## src/rtl/core/ordl_pkg.sv

```systemverilog
// ----------------------------------------------------------------------------
// ordl_pkg: shared types and constants of the ordered list
// Request and status codes, list sizing and the control structs that pass
// between the decoder, the cells and the top level.
// ----------------------------------------------------------------------------
package ordl_pkg;

  localparam int CAPACITY   = 64;
  localparam int ITEM_WIDTH = 32;

  // Fixed field widths of the ports.
  localparam int REQ_W   = 2;
  localparam int POS_W   = 6;
  localparam int IN_W    = 32;
  localparam int OUT_W   = 32;
  localparam int STAT_W  = 2;
  localparam int ECNT_W  = 7;

  // Count holds 0..CAPACITY; indexes compare at the wider of count and position.
  localparam int CNT_W = $clog2(CAPACITY + 1);
  localparam int IDX_W = (CNT_W > POS_W) ? CNT_W : POS_W;

  typedef enum logic [REQ_W-1:0] {
    REQ_APPEND = 2'd0,
    REQ_INSERT = 2'd1,
    REQ_READ   = 2'd2,
    REQ_REMOVE = 2'd3
  } req_e;

  typedef enum logic [STAT_W-1:0] {
    ST_OK    = 2'd0,
    ST_FULL  = 2'd1,
    ST_RANGE = 2'd2
  } status_e;

  // Decoder to top level: what the current request does to the row of cells.
  typedef struct packed {
    logic             do_ins;
    logic             do_rem;
    logic             rd_hit;
    logic [IDX_W-1:0] ins_pos;
    logic [IDX_W-1:0] acc_pos;
    status_e          status;
    logic [CNT_W-1:0] count;
    logic [CNT_W-1:0] count_nxt;
  } ordl_dec_t;

  // Per-cell control for one beat.
  typedef struct packed {
    logic load;
    logic from_left;
    logic from_right;
    logic sel;
  } ordl_cell_ctrl_t;

endpackage

```

## src/rtl/core/ordl_cell.sv

```systemverilog
// ----------------------------------------------------------------------------
// ordl_cell: one slot of the ordered list
// Holds one item; loads a new item, takes its left or right neighbor, or
// holds. Drives its item onto the read bus when selected.
// ----------------------------------------------------------------------------
module ordl_cell (
  input  logic                                clk_i,
  input  ordl_pkg::ordl_cell_ctrl_t           ctrl_i,
  input  logic [ordl_pkg::ITEM_WIDTH-1:0]     new_i,
  input  logic [ordl_pkg::ITEM_WIDTH-1:0]     left_i,
  input  logic [ordl_pkg::ITEM_WIDTH-1:0]     right_i,
  output logic [ordl_pkg::ITEM_WIDTH-1:0]     data_o,
  output logic [ordl_pkg::ITEM_WIDTH-1:0]     rd_o
);
  import ordl_pkg::*;

  logic [ITEM_WIDTH-1:0] data_q, data_d;

  always_comb begin
    data_d = data_q;
    if (ctrl_i.load) begin
      data_d = new_i;
    end else if (ctrl_i.from_left) begin
      data_d = left_i;
    end else if (ctrl_i.from_right) begin
      data_d = right_i;
    end
  end

  always_ff @(posedge clk_i) begin
    data_q <= data_d;
  end

  assign data_o = data_q;
  assign rd_o   = ctrl_i.sel ? data_q : '0;

endmodule

```

## config.mk

```make
export PLATFORM = sky130hd
export DESIGN_NAME = ordl_cell
export DESIGN_NICKNAME = d
export VERILOG_FILES = /design/src/rtl/core/ordl_pkg.sv /design/src/rtl/core/ordl_cell.sv
export SDC_FILE = /design/constraint.sdc
export NUM_CORES = 1
export LEC_CHECK = 0
export BUFFER_PORTS_ARGS = -buffer_cell sky130_fd_sc_hd__buf_2
export CELL_PAD_IN_SITES_DETAIL_PLACEMENT = 1
export CELL_PAD_IN_SITES_GLOBAL_PLACEMENT = 2
export CORE_AREA = 2 2 106 108
export CTS_BUF_LIST = sky130_fd_sc_hd__clkbuf_4
export DETAILED_ROUTE_END_ITERATION = 10
export DIE_AREA = 0 0 108 110
export PLACE_DENSITY_LB_ADDON = 0.1
export SYNTH_ARGS = -nofsm -noshare
export SYNTH_HDL_FRONTEND = slang
export SYNTH_SLANG_ARGS = --single-unit
```

## constraint.sdc

```tcl
create_clock -name clk_i -period 1.4 [get_ports clk_i]
set_clock_uncertainty 0.15 [all_clocks]
set_input_delay 0 -clock clk_i [delete_from_list [all_inputs] [get_ports clk_i]]
set_output_delay 0 -clock clk_i [all_outputs]
set_load 0.02 [all_outputs]
```

# Word-level counts from Yosys, hierarchy flattened
# Index checks and enable logic that the tools add are counted.
# Widths: inputs -> output; s select.
[classes]
add_sub_neg = 0
n_mul = 0
n_div = 0
magnitude_cmp = 0
n_eq_ne = 0
shift = 0
muxes = 4
bitwise = 0
n_reduce_logical = 1
[ops]
columns = ["operator", "count"]
rows = [
  ["$mux 32", 4],
  ["$reduce_bool 3->1", 1],
]
[word_totals]
reg_bits = 32
latchBits = 0
ram_bits = 0
mem_bits_ro = 0
input_bits = 101
output_inout_bits = 64
word_cells = 6
mem_count = 0

# Longest topological paths before layout
[logic_depth]
word_depth = 3
ltp_mapped = 4
ltp_nobuf = 2

# Least setup slack after synthesis
# Ideal clock, no wire load.
[synth_timing]
kind = "in2reg"
from = "input ctrl_i[2] (netlist bit)"
to = "register data_q[0], in the netlist data_o[0] (enable)"
setup_time_ps = 414
arrival_ps = 895
setup_slack_ps = -59
path_stages = 2
cell_sequence = "buf_6 > or3_1"
[synth_via]
elab_chain_len = 1
[synth_lines]
columns = ["element", "line", "source"]
rows = [
  ["start, declared", "ordl_cell.sv:8", "input ordl_pkg::ordl_cell_ctrl_t ctrl_i,"],
  ["$reduce_bool 3->1 (no line)", "--", ""],
  ["end signal, assigned", "ordl_cell.sv:31", "data_q <= data_d;"],
  ["end, declared", "ordl_cell.sv:17", "logic [ITEM_WIDTH-1:0] data_q, data_d;"],
]
# Every way passes these cells.
# A chain may end at the register's enable or synchronous reset.

# Final worst setup path
[layout_timing]
from = "input new_i[14] (netlist bit)"
to = "register data_q[14], in the netlist data_o[14], data pin"
[layout_via]
elab_chain_len = 1
[layout_lines]
columns = ["element", "line", "source"]
rows = [
  ["start, declared", "ordl_cell.sv:9", "input logic [ordl_pkg::ITEM_WIDTH-1:0] new_i,"],
  ["$mux 32", "ordl_cell.sv:21", "if (ctrl_i.load) begin"],
  ["named net data_d[14]", "ordl_cell.sv:17", ""],
]
# The timed path passes the listed nets, and every way through them passes these cells.

==> results by group <==
Cells and area
  – Area delta synth->final: 97.7%
  – Ant diodes: 0
  – Fin area: 3720 µm²
  – Commonest non-fill, non-tap cell in the layout: buf_2
  – Share of layout cells above drive strength 1: 41.9%
  – Post-route insts no fill: 562
  – NumNets Final: 522
  – Largest register FFs: 32
  – Commonest cells after routing, fill and taps aside: 164 x buf_2, 84 x dlygate4sd3_1
  – Post-layout util: 34.8%

Floorplanning
  – Die width: 108 µm
  – DIE HEIGHT: 110 µm
  – Core Box Area: 10700 µm²
  – Die area: 11900 µm²
  – Site Rows: 38
  – Initial core utilization: 17.6%
  – Io pins: 165

Clock tree
  – Post-CTS setup buffer count: 0
  – Root buf cell: clkbuf_4
  – CTS tree: done
  – Sinks on the clock net: 32
  – H-tree depth: 2
  – CTS buffer count: 5
  – Clock-pin slew on the worst setup and hold paths: 0.11 ns
  – Clk buf depth: 2

Logic synthesis
  – Syn Inst Count: 175
  – Largest family of logic cells by synthesized area: simple AND/OR/NAND/NOR gates
  – Synth Register Bits: 32
  – Seq/Total Area, Yosys: 51.0%
  – Post-Synth XOR/XNOR Area: 0%
  – Mux contribution to synthesized area: 17.0%
  – Synthesized Nets: 276
  – Mapped cell area: 1880 µm²
  – Adder-Cell Fraction of Synth Area: 0%
  – Compound-Gate Fraction of Synth Area: 8.50%
  – Synthesized-area fraction occupied by and/or/nand/nor cells: 17.3%
  – Yosys cell types: 11
  – Mapped Avg Cell Area: 10.8 µm²
  – Yosys warns: 0

Global route
  – Global-route wire length before repair: 10.8 mm
  – Largest net degree at the start of global routing: 37
  – Initial antenna violation count: 0
  – Global Route Usage Sum: 11.9%
  – GRT Residual Overflow: 0
  – Number of global-route vias before repair: 2198

Power and ir drop
  – Pwr per Cell Area: 762 nW/µm²
  – Maximum vdd drop: 0.000233 V
  – Leakage: 1.83 nW
  – Overall power: 2.84 mW

Setup path
  – Critical Path Max Stage Delay: 0.56 ns
  – Critical path startpoint category: primary input
  – Cell mode on critical path: dlygate4sd3_1
  – Crit. End Element: flop
  – Crit path arrival time: 1.33 ns
  – Crit-path leading delay family: buffers and inverters
  – Crit Path Category: primary input to flop
  – Req. time, crit path: 1.34 ns
  – Slowest CP cell: dlygate4sd3_1
  – Critical path cell sequence: dlygate4sd3_1, buf_2, nand2_1, o21ai_1, dlygate4sd3_1
  – Bufs and invs on worst path: 3
  – Peak fanout along the critical path: 1

Drt
  – Drt wl/cell: 13.7 µm
  – DRC: 0
  – DR pass1 iterations: 4
  – Via Count: 2236
  – Iter 0 DRT Violations: 51
  – Drt via density: 3.98
  – Post-route ant nets: 0
  – Final Routed Wirelength: 7.72 mm

Placed design
  – Gpl congestion: 0.695
  – DP HPWL: 5.15 mm
  – Placed Instances: 470
  – Placement Setup Slack: 0.138 ns
  – Placed Area: 2830 µm²
  – Input/output buffers: 164

STA
  – Final Hold Violating Endpoints: 0
  – Fmax: 718 MHz
  – # setup viols final: 0
  – Final min period: 1.39 ns
  – Fin worst setup slack: 0.00660 ns
  – Fin Setup TNS: 0 ns
  – Final count of pins violating max slew: 0
  – Setup repair after global routing missed its margin: false
  – Hold slack: 0.0806 ns
  – Worst slew margin: 67.0%
  – Final period utilization: 99.5%
  – Slew @ Worst Pin: 0.495 ns

Outcome
  – Run status: finished clean

Worst hold path
  – Hold wc startpoint: ctrl_i[1]
  – Worst Hold Endpoint: data_o[21]
  – HP Class: primary input to flop
  – Worst Hold Depth: 3

Job
  – Max_cap viols: 0
-- synth_stat cells (all sizes together) --
library cell / count / area (µm²)
and2: 32 / 200
buf: 10 / 101
clkbuf: 4 / 15.0
edfxtp: 32 / 961
mux2i: 32 / 320
nand2: 32 / 120
o21ai: 32 / 160
or3: 1 / 6.26
-- worst max-delay path by stage --
| stage | startpoint | to | slack [ns] | depth (start not counted) |
|---|---|---|---|---|
| 6_report | new_i[14] | data_o[14] | 0.007 | 5 |
| 5_1_grt | new_i[26] | data_o[26] | 0.001 | 5 |
| 4_1_cts | new_i[14] | data_o[14] | 0.03 | 5 |
| 3_5_place_dp | ctrl_i[2] | data_o[16] | 0.14 | 3 |
| 3_3_place_gp | ctrl_i[2] | data_o[15] | 0.13 | 3 |
| 2_1_floorplan | ctrl_i[2] | data_o[0] | 0.03 | 2 |
-- final cells by class --
| class | instances | area (µm²) |
|---|---|---|
| flip-flops and latches | 32 | 961 |
| fillers | 1291 | 6970 |
| multi-input cells | 129 | 808 |
| repair buffers | 253 | 1720 |
| clock buffers | 7 | 52.6 |
| well taps | 140 | 175 |
| clock inverters | 1 | 3.75 |
-- logic make-up (layout without fill, tap and decap cells) --
| logic type | after synthesis | after routing |
|---|---|---|
| muxes | 32 | 32 |
| and+or+nand+nor | 65 | 65 |
| AOI/OAI and AO/OA | 32 | 32 |
| buffers and inverters | 14 | 261 |
| DFF | 32 | 32 |
-- power by group --
group	switching, mW	internal (mW)	total [mW]
clock	0.335	0.232	0.567
combinational	0.519	0.510	1.03
sequential	0.0577	1.18	1.24
-- per-layer routing --
layer / routed length [µm] / global-route usage [%]
met1: 2940 / 13.5
met2: 4150 / 22.2
met3: 495 / 2.82
met4: 131 / 3.57
met5: 0 / 0
-- repair_timing --
| item | in CTS | in global routing |
|---|---|---|
| setup endpoints to repair | 0 | 19 |
| resized for setup | 0 | 0 |
| endpoints found under the hold margin | 32 | 19 |
| hold buffers | 65 | 38 |
Note: power is estimated with default switching activity, not from simulation.
