$ cat config.mk
export PLATFORM = sky130hd
export DESIGN_NAME = ordl_ctrl
export DESIGN_NICKNAME = d
export VERILOG_FILES = /design/src/rtl/core/ordl_pkg.sv /design/src/rtl/core/ordl_ctrl.sv
export SDC_FILE = /design/constraint.sdc
export NUM_CORES = 1
export LEC_CHECK = 0
export BUFFER_PORTS_ARGS = -buffer_cell sky130_fd_sc_hd__buf_2
export CAP_MARGIN = 20
export CORE_ASPECT_RATIO = 0.75
export CORE_UTILIZATION = 48
export DETAILED_ROUTE_END_ITERATION = 8
export PLACE_DENSITY_LB_ADDON = 0.05
export SLEW_MARGIN = 20
export SYNTH_ARGS = -nofsm -noshare
export SYNTH_HDL_FRONTEND = slang
export SYNTH_SLANG_ARGS = --single-unit
$ cat constraint.sdc
create_clock -name clk_i -period 4.7 [get_ports clk_i]
set_clock_uncertainty 0.2 [all_clocks]
set_input_delay 0.705 -clock clk_i [delete_from_list [all_inputs] [get_ports clk_i]]
set_output_delay 0.705 -clock clk_i [all_outputs]
set_load 0.01 [all_outputs]
$ cat src/rtl/core/ordl_pkg.sv
// ----------------------------------------------------------------------------
// ordl_pkg: shared types and constants of the ordered list
// Request and status codes, list sizing and the control structs that pass
// between the decoder, the cells and the top level.
// ----------------------------------------------------------------------------
package ordl_pkg;

  localparam int CAPACITY   = 64;
  localparam int ITEM_WIDTH = 32;

  // Fixed field widths of the ports.
  localparam int REQ_W   = 2;
  localparam int POS_W   = 6;
  localparam int IN_W    = 32;
  localparam int OUT_W   = 32;
  localparam int STAT_W  = 2;
  localparam int ECNT_W  = 7;

  // Count holds 0..CAPACITY; indexes compare at the wider of count and position.
  localparam int CNT_W = $clog2(CAPACITY + 1);
  localparam int IDX_W = (CNT_W > POS_W) ? CNT_W : POS_W;

  typedef enum logic [REQ_W-1:0] {
    REQ_APPEND = 2'd0,
    REQ_INSERT = 2'd1,
    REQ_READ   = 2'd2,
    REQ_REMOVE = 2'd3
  } req_e;

  typedef enum logic [STAT_W-1:0] {
    ST_OK    = 2'd0,
    ST_FULL  = 2'd1,
    ST_RANGE = 2'd2
  } status_e;

  // Decoder to top level: what the current request does to the row of cells.
  typedef struct packed {
    logic             do_ins;
    logic             do_rem;
    logic             rd_hit;
    logic [IDX_W-1:0] ins_pos;
    logic [IDX_W-1:0] acc_pos;
    status_e          status;
    logic [CNT_W-1:0] count;
    logic [CNT_W-1:0] count_nxt;
  } ordl_dec_t;

  // Per-cell control for one beat.
  typedef struct packed {
    logic load;
    logic from_left;
    logic from_right;
    logic sel;
  } ordl_cell_ctrl_t;

endpackage

$ cat src/rtl/core/ordl_ctrl.sv
// ----------------------------------------------------------------------------
// ordl_ctrl: request decoder and entry counter
// Keeps the entry count, classifies each request (full, out of range) and
// resolves the effective insert position.
// ----------------------------------------------------------------------------
module ordl_ctrl (
  input  logic                            clk_i,
  input  logic                            rst_ni,
  input  logic                            fire_i,
  input  logic [ordl_pkg::REQ_W-1:0]      req_type_i,
  input  logic [ordl_pkg::POS_W-1:0]      position_i,
  output ordl_pkg::ordl_dec_t             dec_o
);
  import ordl_pkg::*;

  logic [CNT_W-1:0] count_q, count_d;
  logic [IDX_W-1:0] pos_x, cnt_x;
  logic             is_wr, full, oor;
  req_e             req;

  assign req   = req_e'(req_type_i);
  assign pos_x = IDX_W'(position_i);
  assign cnt_x = IDX_W'(count_q);
  assign full  = (count_q == CNT_W'(CAPACITY));
  assign oor   = (pos_x >= cnt_x);

  always_comb begin
    is_wr         = 1'b0;
    dec_o         = '0;
    dec_o.count   = count_q;
    dec_o.acc_pos = pos_x;
    dec_o.status  = ST_OK;
    unique case (req)
      REQ_APPEND, REQ_INSERT: begin
        is_wr = 1'b1;
      end
      REQ_READ, REQ_REMOVE: begin
        is_wr = 1'b0;
      end
      default: begin
        is_wr = 1'b0;
      end
    endcase

    // Clamp to the end for append and for positions past the count.
    dec_o.ins_pos = ((req == REQ_APPEND) || (pos_x > cnt_x)) ? cnt_x : pos_x;

    if (is_wr) begin
      dec_o.status = full ? ST_FULL : ST_OK;
      dec_o.do_ins = fire_i && !full;
    end else begin
      dec_o.status = oor ? ST_RANGE : ST_OK;
      dec_o.rd_hit = !oor;
      dec_o.do_rem = fire_i && !oor && (req == REQ_REMOVE);
    end

    if (dec_o.do_ins) begin
      dec_o.count_nxt = count_q + CNT_W'(1);
    end else if (dec_o.do_rem) begin
      dec_o.count_nxt = count_q - CNT_W'(1);
    end else begin
      dec_o.count_nxt = count_q;
    end
  end

  assign count_d = dec_o.count_nxt;

  always_ff @(posedge clk_i or negedge rst_ni) begin
    if (!rst_ni) begin
      count_q <= '0;
    end else begin
      count_q <= count_d;
    end
  end

endmodule

---- After elaboration in Yosys (flattened, before gate mapping) ----
Index checks and enable logic that the tools add are counted.
cells by class
  $add $sub $neg .......................... 2
  multipliers ............................. 0
  div/mod/pow operators ................... 0
  magnitude comparators ................... 2
  equality and inequality tests ........... 4
  shift operators ......................... 0
  multiplexer cells ....................... 9
  bitwise operators ....................... 0
  reduce and logical (&&, ||, !) cells .... 9
operators with widths
  cell                                                                    number
  7-bit two-way mux                                                       3
  7-bit by 1-bit adder with 7-bit output (second input constant)          1
  7-bit equality test (second input constant)                             1
  6-bit by 7-bit greater-or-equal comparator with 1-bit output            1
  6-bit by 7-bit greater-than comparator with 1-bit output                1
  7-bit by 1-bit subtractor with 7-bit output (second input constant)     1
  2-bit two-way mux                                                       3
  2-bit equality test (second input constant)                             2
  2-bit OR reduction                                                      2
  1-bit logical AND                                                       3
  2-bit by 1-bit equality test with 1-bit output (second input constant)  1
  1-bit zero test                                                         2
  2-bit zero test                                                         1
  1-bit two-way mux                                                       2
  1-bit case mux with 2 select lines                                      1
  1-bit logical OR                                                        1
word-level totals
  flip-flop bits (word level) ............. 7
  latch bits .............................. 0
  bits in writable memories ............... 0
  memory bits (read-only) ................. 0
  bits of input ports ..................... 11
  output and inout bits ................... 33
  word-level logic and storage cells ...... 27
  memories kept ........................... 0

---- Depth between registers and ports, before layout ----
  word-level depth ........................ 7
  gate-level depth with buffers ........... 9
  gate-level depth less buffers ........... 7

---- Worst setup path before layout ----
No wires, ideal clock.
  kind .................................... input to output
  start point ............................. in position_i[0] (netlist bit)
  end point ............................... out dec_o[4] (netlist bit)
  arrival ................................. 2256 ps
  slack ................................... 1539 ps
  cell stages on the path ................. 7
  cell sequence ........................... inv_1 ha_1 nand2b_1 a211o_2 a21oi_2 a41oi_1 xnor2_1
RTL lines
  item                RTL line         RTL
  start: declaration  ordl_ctrl.sv:11  input logic [ordl_pkg::POS_W-1:0] position_i,
  end: declaration    ordl_ctrl.sv:12  output ordl_pkg::ordl_dec_t dec_o

==> summary.txt <==
Synth
  – Synth cell types: 40
  – Seq cells post-synth: 7
  – Count leader, synth: ha_1
  – Mapped Nets: 116
  – Synth top area cells: dfrtp_1 20%, ha_1 13%, buf_4 7.0%, mux2_2 6.6%, xnor2_1 5.1%
  – Synth top cells by count: 9 x ha_1, 8 x buf_4, 8 x inv_1, 7 x dfrtp_1, 6 x nor2_1
  – Average size of a mapped cell: 8.928 um^2
  – Mapped cell area: around 860 um^2
  – Yosys Warn Count: 0
  – Number of flops mapped to enable cells by yosys: 0
  – Cell count after synthesis: 96
  – Async set-reset flop share out of synthesis: between 90% and 100%
  – Seq/Total Area, Yosys: around a fifth
  – Main synth FF type: dfrtp_1
  – Top-area cell type share of the netlist area: between 20 and 25%
  – Largest area contributor in the netlist: dfrtp_1

Hold path
  – HP Class: input port to asynchronous set/reset pin

Floorplanning
  – Starting density of the core: between 50% and 60%
  – Die Ht: approximately 39 um
  – # rows: 12
  – Total core area: 1577 um^2
  – Die Width: approximately 51 um
  – Ports: 44
  – Die ar.: roughly 2000 um^2

Finish
  – FILL cells: 150
  – Layout cells sized above 1: between 40% and 50%
  – Post-Route Utilization: 66.43%
  – Reg area: about 180 um^2
  – Number of flip-flops in the largest register: 7
  – Synthesis-to-finish area growth: 22.19%
  – Final net count: 152
  – Area of the multi-input gates: ~580 um^2
  – Post-Layout Cell Count: between 150 and 200
  – # diodes: 0

Pwr
  – PnR Total Power: slightly below 700 uW
  – Leak: around 0.00055 uW
  – PD cells: around 650 nW/um^2
  – Max IR drop VDD: roughly 0.00038 V

Setup path
  – Critical Path Max Stage Delay: about 520 ps
  – Critical path's top delay family: compound AO/OA/AOI/OAI gates
  – Critical Path, Cell by Cell: inv_1 > ha_1 > nor2b_1 > o21a_1 > o21ai_0 > o211a_1 > mux2_2 > buf_2
  – Worst Path Max Fanout: 10
  – Arr. time, crit path: 2590 ps
  – Worst reg-to-reg setup slack: 2240 ps
  – Setup crit end kind: primary output
  – Crit path buffers/inverters: 2
  – Crit Path Category: register to primary output
  – Req. time, crit path: between 3000 and 4000 ps
  – Crit path max-delay cell type: dfrtp_1
  – Crit start category: register

Clock network
  – Root Driver: clkbuf_4
  – CTS clk-pin slew, worst paths: 60 ps
  – H-tree levels: 1
  – Hold buffers post-CTS: 0
  – CTS max path bufs: 2
  – # clock sinks: 7
  – Clock latency on the worst-skew pair: about 260 ps
  – # resized after CTS: 0
  – CTS tree: yes
  – Post-CTS Setup Inserts: 0
  – CTS Buf Count: 3

STA
  – Hold WS: 69.42 ps
  – Setup Viol. Count Final: 0
  – Slew Limit Fails: 0
  – Minimum clock period: ~3500 ps
  – Achievable frequency: around 290 MHz
  – Post-route clock period utilization: between 70% and 80%
  – RSZ-0062 raised after global routing: no
  – Setup_tns: 0 ps
  – Endpoints failing hold: 0

Routing
  – ANT nets after route: 0
  – First-pass DRT Iterations: 4
  – Via density: ~5.5
  – Routed length per placed instance: 13.63 um
  – 1st-iter DRT viols: 24
  – # DRC: 0
  – Via count: around 840
  – Final wirelength: between 2 and 2.5 mm

Global routing
  – Antenna violations before repair: 0
  – Grt ovf: 0
  – Largest net degree at the start of global routing: 12
  – Global-route wire length before repair: approximately 3.4 mm
  – Total track usage: about a quarter
  – Vias in the first global route: about 730

Placed design
  – Port bufs: between 40 and 50
  – Placed insts: ~150
  – Placer Congestion: between 0.8 and 0.9
  – DP Wirelength: about 1.7 mm

Status
  – Run status: finished clean

Job
  – Max_cap viols: 0
## layer usage
metal  vias to the layer above  routed length, um  global-route usage [%]
met5                         -                  0                       0
met4                         0                 27                   2.778
met3                         4                174                   9.020
met2                        43                890                   38.67
met1                       380                979                   30.88
li1                        416                  -                       -
## where the power goes
group / switching (uW) / leakage (uW) / total, uW / internal (uW)
Combinational: 253 / 0.000446 / 467 / 214
Sequential: 70.1 / 0.0000856 / 160 / 89.4
Clock: 23.8 / 0.0000150 / 56.3 / 32.5
Total: 347 / 0.000547 / 683 / 336
## cells by family after synthesis
family          synth area share (%)
compound gates                 20.59
xor+xnor                       5.109
fa+ha+maj                      13.14
buf+inv                        11.97
flops                          20.44
mux                            7.737
other cells                   0.4375
simple gates                   20.58
## worst register-to-register path, stage by stage (launching register included)
cell and delay [ps]:
dfrtp_1 570, ha_1 320, nand2b_1 150, a211o_2 350, a21oi_2 380, a41oi_1 200, xnor2_1 160
## through the flow
step	cell area, um^2	worst slack (ps)
after floorplan	857.1	1539
after global placement	1021	1286
after detailed placement	1021	1251
after CTS	1047	1200
after global routing	1047	1020
final	1047	1201
## final cells by class
class | instances | share of cell area, %
clock buffers | 4 | 2.509
flip-flops and latches | 7 | 16.73
multi-input cells | 70 | 55.32
repair buffers | 42 | 20.07
inverters | 8 | 2.867
well taps | 21 | 2.509
## path summary, 6_finish.rpt
kind                           from         to  cells after the start
setup / recovery           cnt_x[1]  dec_o[28]                      8
hold / removal               rst_ni   cnt_x[2]                      1
setup reg to reg           cnt_x[0]   cnt_x[4]                      6
hold reg to reg            cnt_x[4]   cnt_x[4]                      1
max in group asynchronous    rst_ni   cnt_x[6]                      1
min in group clk_i         cnt_x[4]   cnt_x[4]                      1
## placed cells by master, fill, tap and decap left out, types with 2 or more instances in the layout
cell type  Yosys  layout
nor4_1         2       2
dfrtp_1        7       7
inv_1          8       8
nand2_1        2       2
ha_1           9       9
xnor2_1        5       5
nor3_1         2       2
buf_2          1      42
and2_1         2       2
and3_2         3       3
a21oi_1        3       3
clkbuf_4       0       3
nor2_1         6       6
mux2_2         5       5
a31oi_1        2       2
nor2b_1        3       3
nand3_1        3       3
o21ai_0        2       2
(Power assumes the default switching activity.)
